`config.mk`:
```
export PLATFORM = sky130hd
export DESIGN_NAME = shrq_seq
export DESIGN_NICKNAME = d
export VERILOG_FILES = /design/src/rtl/shrq_pkg.sv /design/src/rtl/shrq_seq.sv
export SDC_FILE = /design/constraint.sdc
export NUM_CORES = 1
export LEC_CHECK = 0
export ABC_AREA = 1
export ABC_CLOCK_PERIOD_IN_PS = 13500
export BUFFER_PORTS_ARGS = -buffer_cell sky130_fd_sc_hd__buf_2
export CAP_MARGIN = 30
export CORE_AREA = 2 2 367 369
export CTS_CLUSTER_SIZE = 24
export DETAILED_ROUTE_END_ITERATION = 6
export DIE_AREA = 0 0 369 371
export HOLD_SLACK_MARGIN = 0.12
export PLACE_DENSITY = 0.62
export SLEW_MARGIN = 10
export SYNTH_ARGS = -nofsm -noshare
export SYNTH_HDL_FRONTEND = slang
export SYNTH_SLANG_ARGS = --single-unit
export TNS_END_PERCENT = 5
```
`constraint.sdc`:
```
create_clock -name clock -period 13.5 [get_ports clock]
set_input_delay 0 -clock clock [delete_from_list [all_inputs] [get_ports clock]]
set_output_delay 0 -clock clock [all_outputs]
set_load 0.1 [all_outputs]
```
`src/rtl/shrq_pkg.sv`:
```
// Shared types and codes for the sample history ring: record, result beat, kinds and states.
`timescale 1ns / 1ps

package shrq_pkg;

   localparam logic KIND_PUSH  = 1'b0;
   localparam logic KIND_QUERY = 1'b1;

   typedef struct packed {
      logic [63:0] id;
      logic [63:0] time_us;
      logic [63:0] volts_bits;
      logic [63:0] amps_bits;
      logic [31:0] quality;
      logic [31:0] revision;
   } rec_type;

   typedef struct packed {
      logic        has_sample;
      rec_type     rec;
      logic [63:0] oldest_id;
      logic [63:0] newest_id;
      logic        lost;
      logic [63:0] cursor;
      logic        last;
   } rsp_type;

   typedef enum logic [12:0] {
      ST_IDLE    = 13'b0000000000001,
      ST_OLD_RD  = 13'b0000000000010,
      ST_OLD_TK  = 13'b0000000000100,
      ST_NEW_RD  = 13'b0000000001000,
      ST_NEW_TK  = 13'b0000000010000,
      ST_SRCH    = 13'b0000000100000,
      ST_SRCH_TK = 13'b0000001000000,
      ST_CNT     = 13'b0000010000000,
      ST_CUR_RD  = 13'b0000100000000,
      ST_CUR_TK  = 13'b0001000000000,
      ST_REC_RD  = 13'b0010000000000,
      ST_REC_TK  = 13'b0100000000000,
      ST_OUT     = 13'b1000000000000
   } state_type;

endpackage

```
`src/rtl/shrq_seq.sv`:
```
// Query sequencer: ends read, binary search and batch readout over one slot unit.
`timescale 1ns / 1ps

module shrq_seq #(
   parameter int RING_DEPTH = 2048,
   parameter int BATCH_MAX  = 48,
   parameter int PW         = 11,
   parameter int CW         = 12
) (
   input  logic              clock,
   input  logic              reset,
   input  logic              start,
   input  logic [63:0]       start_after,
   input  logic [CW-1:0]     used,
   input  logic [PW-1:0]     base,
   output logic [PW-1:0]     rd_addr,
   input  shrq_pkg::rec_type rd_data,
   output logic              busy,
   output logic              rsp_valid,
   input  logic              rsp_stall,
   output shrq_pkg::rsp_type rsp
);

   localparam int BW = $clog2(BATCH_MAX + 1);
   localparam int KW = (CW > BW) ? CW : BW;

   shrq_pkg::state_type state_ff, state_in;
   logic [63:0]       after_ff, after_in;
   logic [CW-1:0]     used_ff, used_in;
   logic [PW-1:0]     base_ff, base_in;
   logic [CW-1:0]     lo_ff, lo_in;
   logic [CW-1:0]     hi_ff, hi_in;
   logic [BW-1:0]     cnt_ff, cnt_in;
   logic [BW-1:0]     idx_ff, idx_in;
   logic [63:0]       oldest_ff, oldest_in;
   logic [63:0]       newest_ff, newest_in;
   logic              lost_ff, lost_in;
   logic [63:0]       cursor_ff, cursor_in;
   shrq_pkg::rsp_type rsp_ff, rsp_in;

   logic [CW-1:0]     mid;
   logic [CW-1:0]     diff;
   logic [CW-1:0]     slot_pos;
   logic [CW:0]       slot_sum;
   logic [CW:0]       slot_wrap;

   assign mid  = lo_ff + ((hi_ff - lo_ff) >> 1);
   assign diff = used_ff - lo_ff;

   always_comb begin
      unique case (state_ff)
         shrq_pkg::ST_NEW_RD: slot_pos = used_ff - CW'(1);
         shrq_pkg::ST_SRCH:   slot_pos = mid;
         shrq_pkg::ST_CUR_RD: slot_pos = CW'(KW'(lo_ff) + KW'(cnt_ff) - KW'(1));
         shrq_pkg::ST_REC_RD: slot_pos = CW'(KW'(lo_ff) + KW'(idx_ff));
         default:             slot_pos = '0;
      endcase
   end

   assign slot_sum  = (CW+1)'(base_ff) + (CW+1)'(slot_pos);
   assign slot_wrap = (slot_sum >= (CW+1)'(RING_DEPTH)) ?
                      slot_sum - (CW+1)'(RING_DEPTH) : slot_sum;
   assign rd_addr   = slot_wrap[PW-1:0];

   always_comb begin
      state_in  = state_ff;
      after_in  = after_ff;
      used_in   = used_ff;
      base_in   = base_ff;
      lo_in     = lo_ff;
      hi_in     = hi_ff;
      cnt_in    = cnt_ff;
      idx_in    = idx_ff;
      oldest_in = oldest_ff;
      newest_in = newest_ff;
      lost_in   = lost_ff;
      cursor_in = cursor_ff;
      rsp_in    = rsp_ff;
      unique case (state_ff)
         shrq_pkg::ST_IDLE: begin
            if (start) begin
               after_in  = start_after;
               used_in   = used;
               base_in   = base;
               lo_in     = '0;
               hi_in     = '0;
               oldest_in = '0;
               newest_in = '0;
               lost_in   = 1'b0;
               state_in  = (used == '0) ? shrq_pkg::ST_CNT : shrq_pkg::ST_OLD_RD;
            end
         end
         shrq_pkg::ST_OLD_RD: state_in = shrq_pkg::ST_OLD_TK;
         shrq_pkg::ST_OLD_TK: begin
            oldest_in = rd_data.id;
            state_in  = shrq_pkg::ST_NEW_RD;
         end
         shrq_pkg::ST_NEW_RD: state_in = shrq_pkg::ST_NEW_TK;
         shrq_pkg::ST_NEW_TK: begin
            newest_in = rd_data.id;
            lost_in   = (after_ff != '0) && (oldest_ff != '0) &&
                        ((after_ff + 64'd1) < oldest_ff);
            if (after_ff == '0) begin
               lo_in    = (KW'(used_ff) > KW'(BATCH_MAX)) ?
                          CW'(KW'(used_ff) - KW'(BATCH_MAX)) : '0;
               state_in = shrq_pkg::ST_CNT;
            end else begin
               lo_in    = '0;
               hi_in    = used_ff;
               state_in = shrq_pkg::ST_SRCH;
            end
         end
         shrq_pkg::ST_SRCH: begin
            state_in = (lo_ff < hi_ff) ? shrq_pkg::ST_SRCH_TK : shrq_pkg::ST_CNT;
         end
         shrq_pkg::ST_SRCH_TK: begin
            if (rd_data.id <= after_ff) begin
               lo_in = mid + CW'(1);
            end else begin
               hi_in = mid;
            end
            state_in = shrq_pkg::ST_SRCH;
         end
         shrq_pkg::ST_CNT: begin
            cnt_in = (KW'(diff) > KW'(BATCH_MAX)) ? BW'(BATCH_MAX) : BW'(diff);
            idx_in = '0;
            if (diff == '0) begin
               rsp_in.has_sample = 1'b0;
               rsp_in.rec        = '0;
               rsp_in.oldest_id  = oldest_ff;
               rsp_in.newest_id  = newest_ff;
               rsp_in.lost       = lost_ff;
               rsp_in.cursor     = after_ff;
               rsp_in.last       = 1'b1;
               state_in          = shrq_pkg::ST_OUT;
            end else begin
               state_in = shrq_pkg::ST_CUR_RD;
            end
         end
         shrq_pkg::ST_CUR_RD: state_in = shrq_pkg::ST_CUR_TK;
         shrq_pkg::ST_CUR_TK: begin
            cursor_in = rd_data.id;
            state_in  = shrq_pkg::ST_REC_RD;
         end
         shrq_pkg::ST_REC_RD: state_in = shrq_pkg::ST_REC_TK;
         shrq_pkg::ST_REC_TK: begin
            rsp_in.has_sample = 1'b1;
            rsp_in.rec        = rd_data;
            rsp_in.oldest_id  = oldest_ff;
            rsp_in.newest_id  = newest_ff;
            rsp_in.lost       = lost_ff;
            rsp_in.cursor     = cursor_ff;
            rsp_in.last       = (idx_ff + BW'(1)) == cnt_ff;
            state_in          = shrq_pkg::ST_OUT;
         end
         shrq_pkg::ST_OUT: begin
            if (!rsp_stall) begin
               if (rsp_ff.last) begin
                  state_in = shrq_pkg::ST_IDLE;
               end else begin
                  idx_in   = idx_ff + BW'(1);
                  state_in = shrq_pkg::ST_REC_RD;
               end
            end
         end
         default: state_in = shrq_pkg::ST_IDLE;
      endcase
   end

   always_ff @(posedge clock) begin
      if (reset) begin
         state_ff <= shrq_pkg::ST_IDLE;
      end else begin
         state_ff <= state_in;
      end
   end

   always_ff @(posedge clock) begin
      after_ff  <= after_in;
      used_ff   <= used_in;
      base_ff   <= base_in;
      lo_ff     <= lo_in;
      hi_ff     <= hi_in;
      cnt_ff    <= cnt_in;
      idx_ff    <= idx_in;
      oldest_ff <= oldest_in;
      newest_ff <= newest_in;
      lost_ff   <= lost_in;
      cursor_ff <= cursor_in;
      rsp_ff    <= rsp_in;
   end

   assign busy      = state_ff != shrq_pkg::ST_IDLE;
   assign rsp_valid = state_ff == shrq_pkg::ST_OUT;
   assign rsp       = rsp_ff;

endmodule

```
==> Implementation_results.wiki, run 1 <==
{| class="wikitable"
! Metric !! Value
|-
| Overall die area || 0.137 mm2
|-
| Cell type group with the largest total delay on the critical path || simple AND/OR/NAND/NOR gates
|-
| Number of unique standard cell types used by synthesis || 49
|-
| Total number of vias || 33600
|-
| Number of violations reported at the end of detailed-routing iteration 0 || 2414
|-
| Mean routed wirelength per cell || 21.5 um
|-
| Worst slew margin relative to its limit || 37.6%
|-
| Die boundary height || 371 um
|-
| Vias/cell || 4.62
|-
| Average instance area after synthesis || between 10 and 15 um2
|-
| Final-report max-slew violation count || 0
|-
| Worst Skew || 43.5 ps
|-
| Max-Cap Viols || 0
|-
| Top cell by count, worst path || nand2_1
|-
| TritonRoute pass-1 iters || 5
|-
| Cell at the root of the clock tree || clkbuf_16
|-
| Largest net degree at the start of global routing || 154
|-
| Number of warning messages in the yosys log || 0
|-
| Number of buffers inserted by hold repair at cts || 773
|-
| Setup tns final || 0 ps
|-
| Final setup vio count || 0
|-
| Placer Congestion || around 0.96
|-
| Startpoint types || flop
|-
| Depth of the CTS H-tree || 3
|-
| Commonest non-fill, non-tap cell in the layout || buf_2
|-
| Total global routing overflow || 0
|-
| Crit path capture || rd_addr[10]
|-
| Clock slew at the register clock pins of the worst setup and hold paths || 60 ps
|-
| Min Clock Period, post-route || 6030 ps
|-
| Proportion of synthesized chip area in sequential cells || 64.1%
|-
| Number of global-route vias before repair || 34100
|-
| Total number of placement rows || approximately 130
|-
| Final hold vios || 0
|-
| Most used cells in the layout excluding fill and tap cells || buf_2 (939), edfxtp_1 (831), dlygate4sd3_1 (773)
|-
| Leak || 0.0253 uW
|-
| Largest fanout on the critical path || 6
|-
| Number of input and output port buffers inserted || 938
|-
| Number of clock sinks || 844
|-
| Cell count after synthesis || between 3000 and 4000
|-
| Area added between synthesis and finish || 46.1%
|-
| Unrepaired setup endpoints after global routing || false
|-
| Slack of the worst reg-to-reg path || 8190 ps
|-
| Routed Wire Length || 156 mm
|-
| Clock tree from TritonCTS || built
|-
| Number of buffers inserted to repair setup after CTS || 0
|-
| Result of the run || finished clean
|-
| Type of the worst setup path || reg2out
|-
| Largest cells by area after synthesis || edfxtp_1 (63%), ha_1 (6.4%), inv_1 (6.3%)
|-
| Post-route DRC violation count || 0
|-
| Number of antenna violations at the first check in global routing || 40
|-
| Inserted Clock Buffers || 96
|-
| Arrival time at the worst endpoint || 6030 ps
|-
| Total of flip-flops plus latches after synthesis || 844
|-
| Crit end category || output port
|-
| Cell count along the critical path || 28
|-
| Hold slack final || 168 ps
|-
| Core region area || 0.133 mm2
|-
| Fraction of layout instances using a drive strength above 1 || 21.5%
|-
| Number of fill cells || around 12000
|-
| Worst R2R Start || lo_ff[0]$_DFFE_PP_
|-
| FF-to-FF End || rsp[332]$_SDFFCE_PN0P_
|-
| Cell with the biggest individual delay on the critical path || edfxtp_1
|-
| Fmax achieved || ~170 MHz
|-
| Top Ports || 939
|-
| Yosys top cell area share || 63.5%
|-
| Global-route wire length before repair || 220 mm
|-
| Startpoint of the most critical setup path || lo_ff[1]$_DFFE_PP_
|-
| Net count after synthesis || between 4000 and 5000
|-
| Area of combinational cells with multiple inputs || around 0.011 mm2
|-
| Number of gates given a new drive strength after cts || 0
|-
| Synth Flop Type || edfxtp_1
|-
| Gr usage total || 21.9%
|-
| Total buffers and inverters traversed by the critical path || 7
|-
| Antenna-violating nets left || 0
|-
| Share of synthesized flip-flops with an asynchronous set or reset || 0%
|-
| Area of the mapped netlist || slightly below 0.04 mm2
|-
| Number of cells on the worst reg-to-reg path || 16
|-
| Initial Utilization || 29.6%
|-
| Area leader, netlist || edfxtp_1
|-
| Maximum clock path buffer count || 3
|-
| Largest incremental delay on the critical path || between 500 and 600 ps
|-
| Post-layout net count || 6034
|-
| Min-Delay Path Class || in2reg
|-
| Share of the clock period used by the worst path || ~45%
|-
| Maximum ir drop on the vdd rail || 0.000105 V
|-
| Worst skew pair latency || around 740 ps
|-
| Required time of the critical path || ~14000 ps
|-
| Number of enable flip-flop cells after synthesis || 831
|-
| Die X || 369 um
|-
| Pwr/cell area || 119 mW/mm2
|-
| Register area || 0.0252 mm2
|-
| Worst slew pin tran || 937 ps
|-
| HPWL reported at the end of detailed placement || 112 mm
|}
## cells in the mapped netlist (all sizes together) (2+ instances only)
cell / number
a211oi: 2
a21o: 4
a21oi: 120
a221oi: 2
a31o: 2
a31oi: 3
and3: 2
buf: 16
clkbuf: 52
dfxtp: 13
edfxtp: 831
fa: 6
ha: 202
inv: 682
nand2: 506
nand3: 118
nand3b: 6
nand4: 71
nor2: 640
nor3: 50
nor3b: 3
nor4: 31
o2111ai: 8
o211ai: 4
o21a: 7
o21ai: 119
o21bai: 6
o221ai: 3
o22ai: 15
o31ai: 4
or2: 10
xnor2: 12
xor2: 87
## cell families (layout without fill, tap and decap cells)
group                    count (synthesis)  after routing  synth area share (%)
AND/OR/NAND/NOR                       1437           1437                  15.5
flip-flops                             844            844                  64.1
buffers and inverters                  751           2601                  7.21
AO/OA/AOI/OAI                          301            301                  4.22
adder cells (fa/ha/maj)                208            208                  6.73
XOR/XNOR                                99             99                  2.21
other                                    0             22                     0
## layout make-up
class / count / share of cell area [%]
multi-input combinational: 2045 / 19.7
clock buffer: 112 / 4.29
tap: 1768 / 3.85
antenna: 22 / 0.0959
clock inverter: 61 / 1.39
inverter: 683 / 4.47
timing repair buffer: 1745 / 22.3
sequential: 844 / 43.9
## report_power, final
part | switching (uW) | internal [uW] | total (uW) | leakage (uW)
clock | 1150 | 1570 | 2720 | 0.00157
sequential | 68.0 | 2960 | 3030 | 0.00789
combinational | 662 | 437 | 1100 | 0.0158
## worst min path at each step
stage / from / to / slack, ps / cells after the start
finish: rd_data[294] / cursor_ff[38]$_DFFE_PN_ / 170 / 2
floorplan: reset / state_ff[1]$_SDFFE_PP0P_ / 80 / 1
detailed placement: start_after[18] / after_ff[18]$_DFFE_PP_ / 180 / 1
global placement: base[6] / base_ff[6]$_DFFE_PP_ / 180 / 1
CTS: rd_data[310] / cursor_ff[54]$_DFFE_PN_ / 120 / 2
global route: rd_data[294] / cursor_ff[38]$_DFFE_PN_ / 150 / 2
## metal layers
layer / GRT usage (%) / part of all wire [%] / vias to the layer above
li1: - / - / 15700
met1: 24.7 / 37 / 16100
met2: 39.3 / 51 / 1428
met3: 4.83 / 7.1 / 361
met4: 9.97 / 4.8 / 24
met5: 0 / 0.10 / -
## sequential cells by signal, indices dropped and copies added, names as in the netlist, 12 cells and up
name / cells
after_ff: 64
newest_ff: 64
used_ff: 12
hi_ff: 12
oldest_ff: 64
state_ff: 13
lo_ff: 12
cursor_ff: 64
rsp: 515
## stage by stage
stage,std cells,area [um2],setup slack (ps),util [%],total power (uW)
finish,7280,57400,7470,43.2,6840
floorplan,3640,39300,4800,-,3630
global route,7277,57400,7030,43.2,7120
detailed placement,6308,46300,8120,34.9,3980
CTS,7254,57300,7420,43.1,6880
global placement,6305,46200,8150,34.8,3970
No activity file was read; power rests on OpenSTA's default activity.
==> inputs of run 2 (changes only) <==
--- a/config.mk
+++ b/config.mk
@@ -6,7 +6,7 @@
 export NUM_CORES = 1
 export LEC_CHECK = 0
 export ABC_AREA = 1
-export ABC_CLOCK_PERIOD_IN_PS = 13500
+export ABC_CLOCK_PERIOD_IN_PS = 4870
 export BUFFER_PORTS_ARGS = -buffer_cell sky130_fd_sc_hd__buf_2
 export CAP_MARGIN = 30
 export CORE_AREA = 2 2 367 369
==> constraint.sdc (replaced) <==
create_clock -name clock -period 4.87 [get_ports clock]
set_input_delay 0 -clock clock [delete_from_list [all_inputs] [get_ports clock]]
set_output_delay 0 -clock clock [all_outputs]
set_load 0.1 [all_outputs]
==> run 2 against run 1 <==
Against the previous run: non-clock buffer count increased by 53; count of clock-buffer cells in the layout increased by 2; first-iteration DRC count increased by 4.8%; register-to-register slack got worse by 7800 ps; via count increased by 0.73%; sequential share of layout area decreased by 0.75 points; clock power increased to 2.7 times the previous value; design area increased by 1.7%; wire length decreased by 0.13%; utilization increased by 0.75 points.
==> Implementation_results.wiki, run 2 (synthesis gave the netlist of run 1 again) <==
{| class="wikitable"
! Metric !! Value
|-
| Result of the run || finished clean (unchanged)
|-
| Net Sw Frac || 28.1% (was 27.4%)
|-
| Number of clock sinks || 844 (unchanged)
|-
| Crit end category || output port (unchanged)
|-
| Die boundary height || 371 um (unchanged)
|-
| Post-route DRC violation count || 0 (unchanged)
|-
| Required time of the critical path || 4870 ps (was 13500 ps)
|-
| TritonRoute pass-1 iters || 5 (unchanged)
|-
| Filler-free cell count of the finished design || 7336 (was 7280)
|-
| Total number of placement rows || 134 (unchanged)
|-
| Fmax achieved || 209 MHz
|-
| Cell Area, Placed || 0.0467 mm2 (was 0.0463 mm2)
|-
| Worst R2R Start || after_ff[9]$_DFFE_PP_ (was lo_ff[0]$_DFFE_PP_)
|-
| Final setup vio count || 0 (unchanged)
|-
| Largest net degree at the start of global routing || 181 (was 154)
|-
| Initial Utilization || 29.6% (unchanged)
|-
| # placed instances || 6340 (was 6308)
|-
| Maximum clock path buffer count || 3 (unchanged)
|-
| Area added between synthesis and finish || 48.6% (was 46.1%)
|-
| Vias/cell || 4.62 (about the same)
|-
| Leak || 0.0256 uW (was 0.0253 uW)
|-
| Worst Skew || 65.9 ps (was 43.5 ps)
|-
| Worst skew pair latency || 740 ps (about the same)
|-
| Routed Wire Length || 156 mm (about the same)
|-
| Final-report max-slew violation count || 0 (unchanged)
|-
| Pwr/cell area || 331 mW/mm2 (was 119 mW/mm2)
|-
| Post-layout net count || 6089 (was 6034)
|-
| Cell at the root of the clock tree || clkbuf_16 (unchanged)
|-
| Top Ports || 939 (unchanged)
|-
| Cell with the biggest individual delay on the critical path || edfxtp_1 (unchanged)
|-
| Source of the worst hold timing path || rd_data[192] (was rd_data[294])
|-
| Arrival time at the worst endpoint || 4790 ps (was 6030 ps)
|-
| Min-Delay Path Class || in2reg (unchanged)
|-
| Final hold vios || 0 (unchanged)
|-
| Fraction of layout instances using a drive strength above 1 || 23.9% (was 21.5%)
|-
| Share of the clock period used by the worst path || 98.4%
|-
| Global-route wire length before repair || 220 mm (about the same)
|-
| Most used cells in the layout excluding fill and tap cells || buf_2 (932), edfxtp_1 (831), dlygate4sd3_1 (765) (was buf_2 (939), edfxtp_1 (831), dlygate4sd3_1 (773))
|-
| Placer Congestion || 0.971 (was 0.956)
|-
| Number of violations reported at the end of detailed-routing iteration 0 || 2529 (was 2414)
|-
| Inserted Clock Buffers || 98 (was 96)
|-
| Largest incremental delay on the critical path || 440 ps (was 590 ps)
|-
| Die X || 369 um (unchanged)
|-
| Total global routing overflow || 0 (unchanged)
|-
| Total number of vias || 33900 (was 33600)
|-
| Number of input and output port buffers inserted || 938 (unchanged)
|-
| Core region area || 0.133 mm2 (unchanged)
|-
| Logic pwr share || 18.4% (was 16.1%)
|-
| Commonest non-fill, non-tap cell in the layout || buf_2 (unchanged)
|-
| Number of antenna violations at the first check in global routing || 30 (was 40)
|-
| Worst slew pin tran || 1020 ps (was 937 ps)
|-
| HPWL reported at the end of detailed placement || 113 mm (was 112 mm)
|-
| Max-Cap Viols || 0 (unchanged)
|-
| Number of fill cells || 12100 (about the same)
|-
| Clock slew at the register clock pins of the worst setup and hold paths || 60 ps (about the same)
|-
| Maximum ir drop on the vdd rail || 0.000273 V (was 0.000105 V)
|-
| Clock tree from TritonCTS || built (unchanged)
|-
| Top cell by count, worst path || nand3_2 (was nand2_1)
|-
| Worst slew margin relative to its limit || 32.0% (was 37.6%)
|-
| Gr usage total || 21.8% (was 21.9%)
|-
| Type of the worst setup path || reg2out (unchanged)
|-
| Min Clock Period, post-route || 4790 ps
|-
| Overall die area || 0.137 mm2 (unchanged)
|-
| Clock power frac || 38.2% (was 39.7%)
|-
| Startpoint types || flop (unchanged)
|-
| Internal power consumption || 13900 uW (was 4970 uW)
|-
| Antenna-violating nets left || 0 (unchanged)
|-
| Depth of the CTS H-tree || 3 (unchanged)
|-
| Unrepaired setup endpoints after global routing || true (was false)
|-
| Startpoint of the most critical setup path || hi_ff[1]$_DFFE_PP_ (was lo_ff[1]$_DFFE_PP_)
|-
| Max reg flops || 515 (unchanged)
|-
| Power spent charging and discharging nets || 5440 uW (was 1880 uW)
|-
| Mean routed wirelength per cell || 21.3 um (was 21.5 um)
|-
| Final design area excluding fillers || 0.0584 mm2 (was 0.0574 mm2)
|-
| Largest fanout on the critical path || 4 (was 6)
|-
| Number of global-route vias before repair || 34300 (was 34100)
|-
| Seq pwr share || 43.4% (was 44.3%)
|}
-- run 2: repair_timing --
item	CTS	global route
hold buffers	765	0
hold endpoints to repair	677	0
pin swaps	22	45
gates resized for setup	43	75
buffers inserted	15	17
endpoints found under the setup margin	6	6
gates cloned	0	0
-- run 2: power groups by stage --
stage	clock network (uW)	logic, uW	registers (uW)
4_1_cts	7540	3230	8390
5_1_grt	7820	3900	8410
3_3_place_gp	0	2580	8540
6_report	7390	3570	8390
3_5_place_dp	0	2600	8540
2_1_floorplan	0	1610	8460
-- run 2: layer usage --
layer  wire, um  share of wire (%)  vias to the layer above  track usage, %
met5        111              0.071                        -               0
met4       6590                4.2                       16            9.62
met3      11400                7.3                      329            5.16
met2      79700                 51                     1399            39.2
met1      58300                 37                    16300            24.5
li1           -                  -                    15800               -
-- run 2: worst paths after layout --
kind / slack, ps / end / depth (start not counted)
worst max-delay path: 80 / rd_addr[10] / 28
worst min-delay path: 170 / rsp[386]$_SDFFCE_PN0P_ / 4
worst max register to register: 350 / lost_ff$_SDFFCE_PN0P_ / 17
worst min register to register: 390 / rsp[123]$_DFFE_PP_ / 0
-- run 2: area by class of cell --
cell class              instances  area, um2  share of cell area (%)
diodes                         19       47.5                  0.0814
clock inverters                65        713                    1.22
clock buffers                 114       2510                    4.30
repair buffers               1798      13300                    22.8
well taps                    1768       2210                    3.79
flip-flops and latches        844      25200                    43.2
multi-input cells            2045      11800                    20.2
inverters                     683       2570                    4.40
-- run 2: through the flow --
stage | power, uW | utilization, % | hold slack [ps] | worst slack, ps | setup TNS, ps
2_1_floorplan | 10100 | - | 78.6 | -971 | -94660
3_3_place_gp | 11100 | 35.2 | 179 | 256 | 0
3_5_place_dp | 11100 | 35.2 | 178 | 348 | 0
4_1_cts | 19200 | 43.6 | 121 | 8.46 | 0
5_1_grt | 20100 | 44.0 | 147 | -196 | -663
6_report | 19300 | 44.0 | 168 | 76.2 | 0
-- run 2: worst max-delay path, delay by kind of cell, from the launching register on --
| family | cells | cell delay (ps) |
|---|---|---|
| and+or+nand+nor | 16 | 1650 |
| DFF | 1 | 440 |
| adders and majority gates | 3 | 980 |
| xor gates and xnor gates | 1 | 130 |
| buffers and inverters | 6 | 630 |
| AOI/OAI and AO/OA | 2 | 230 |
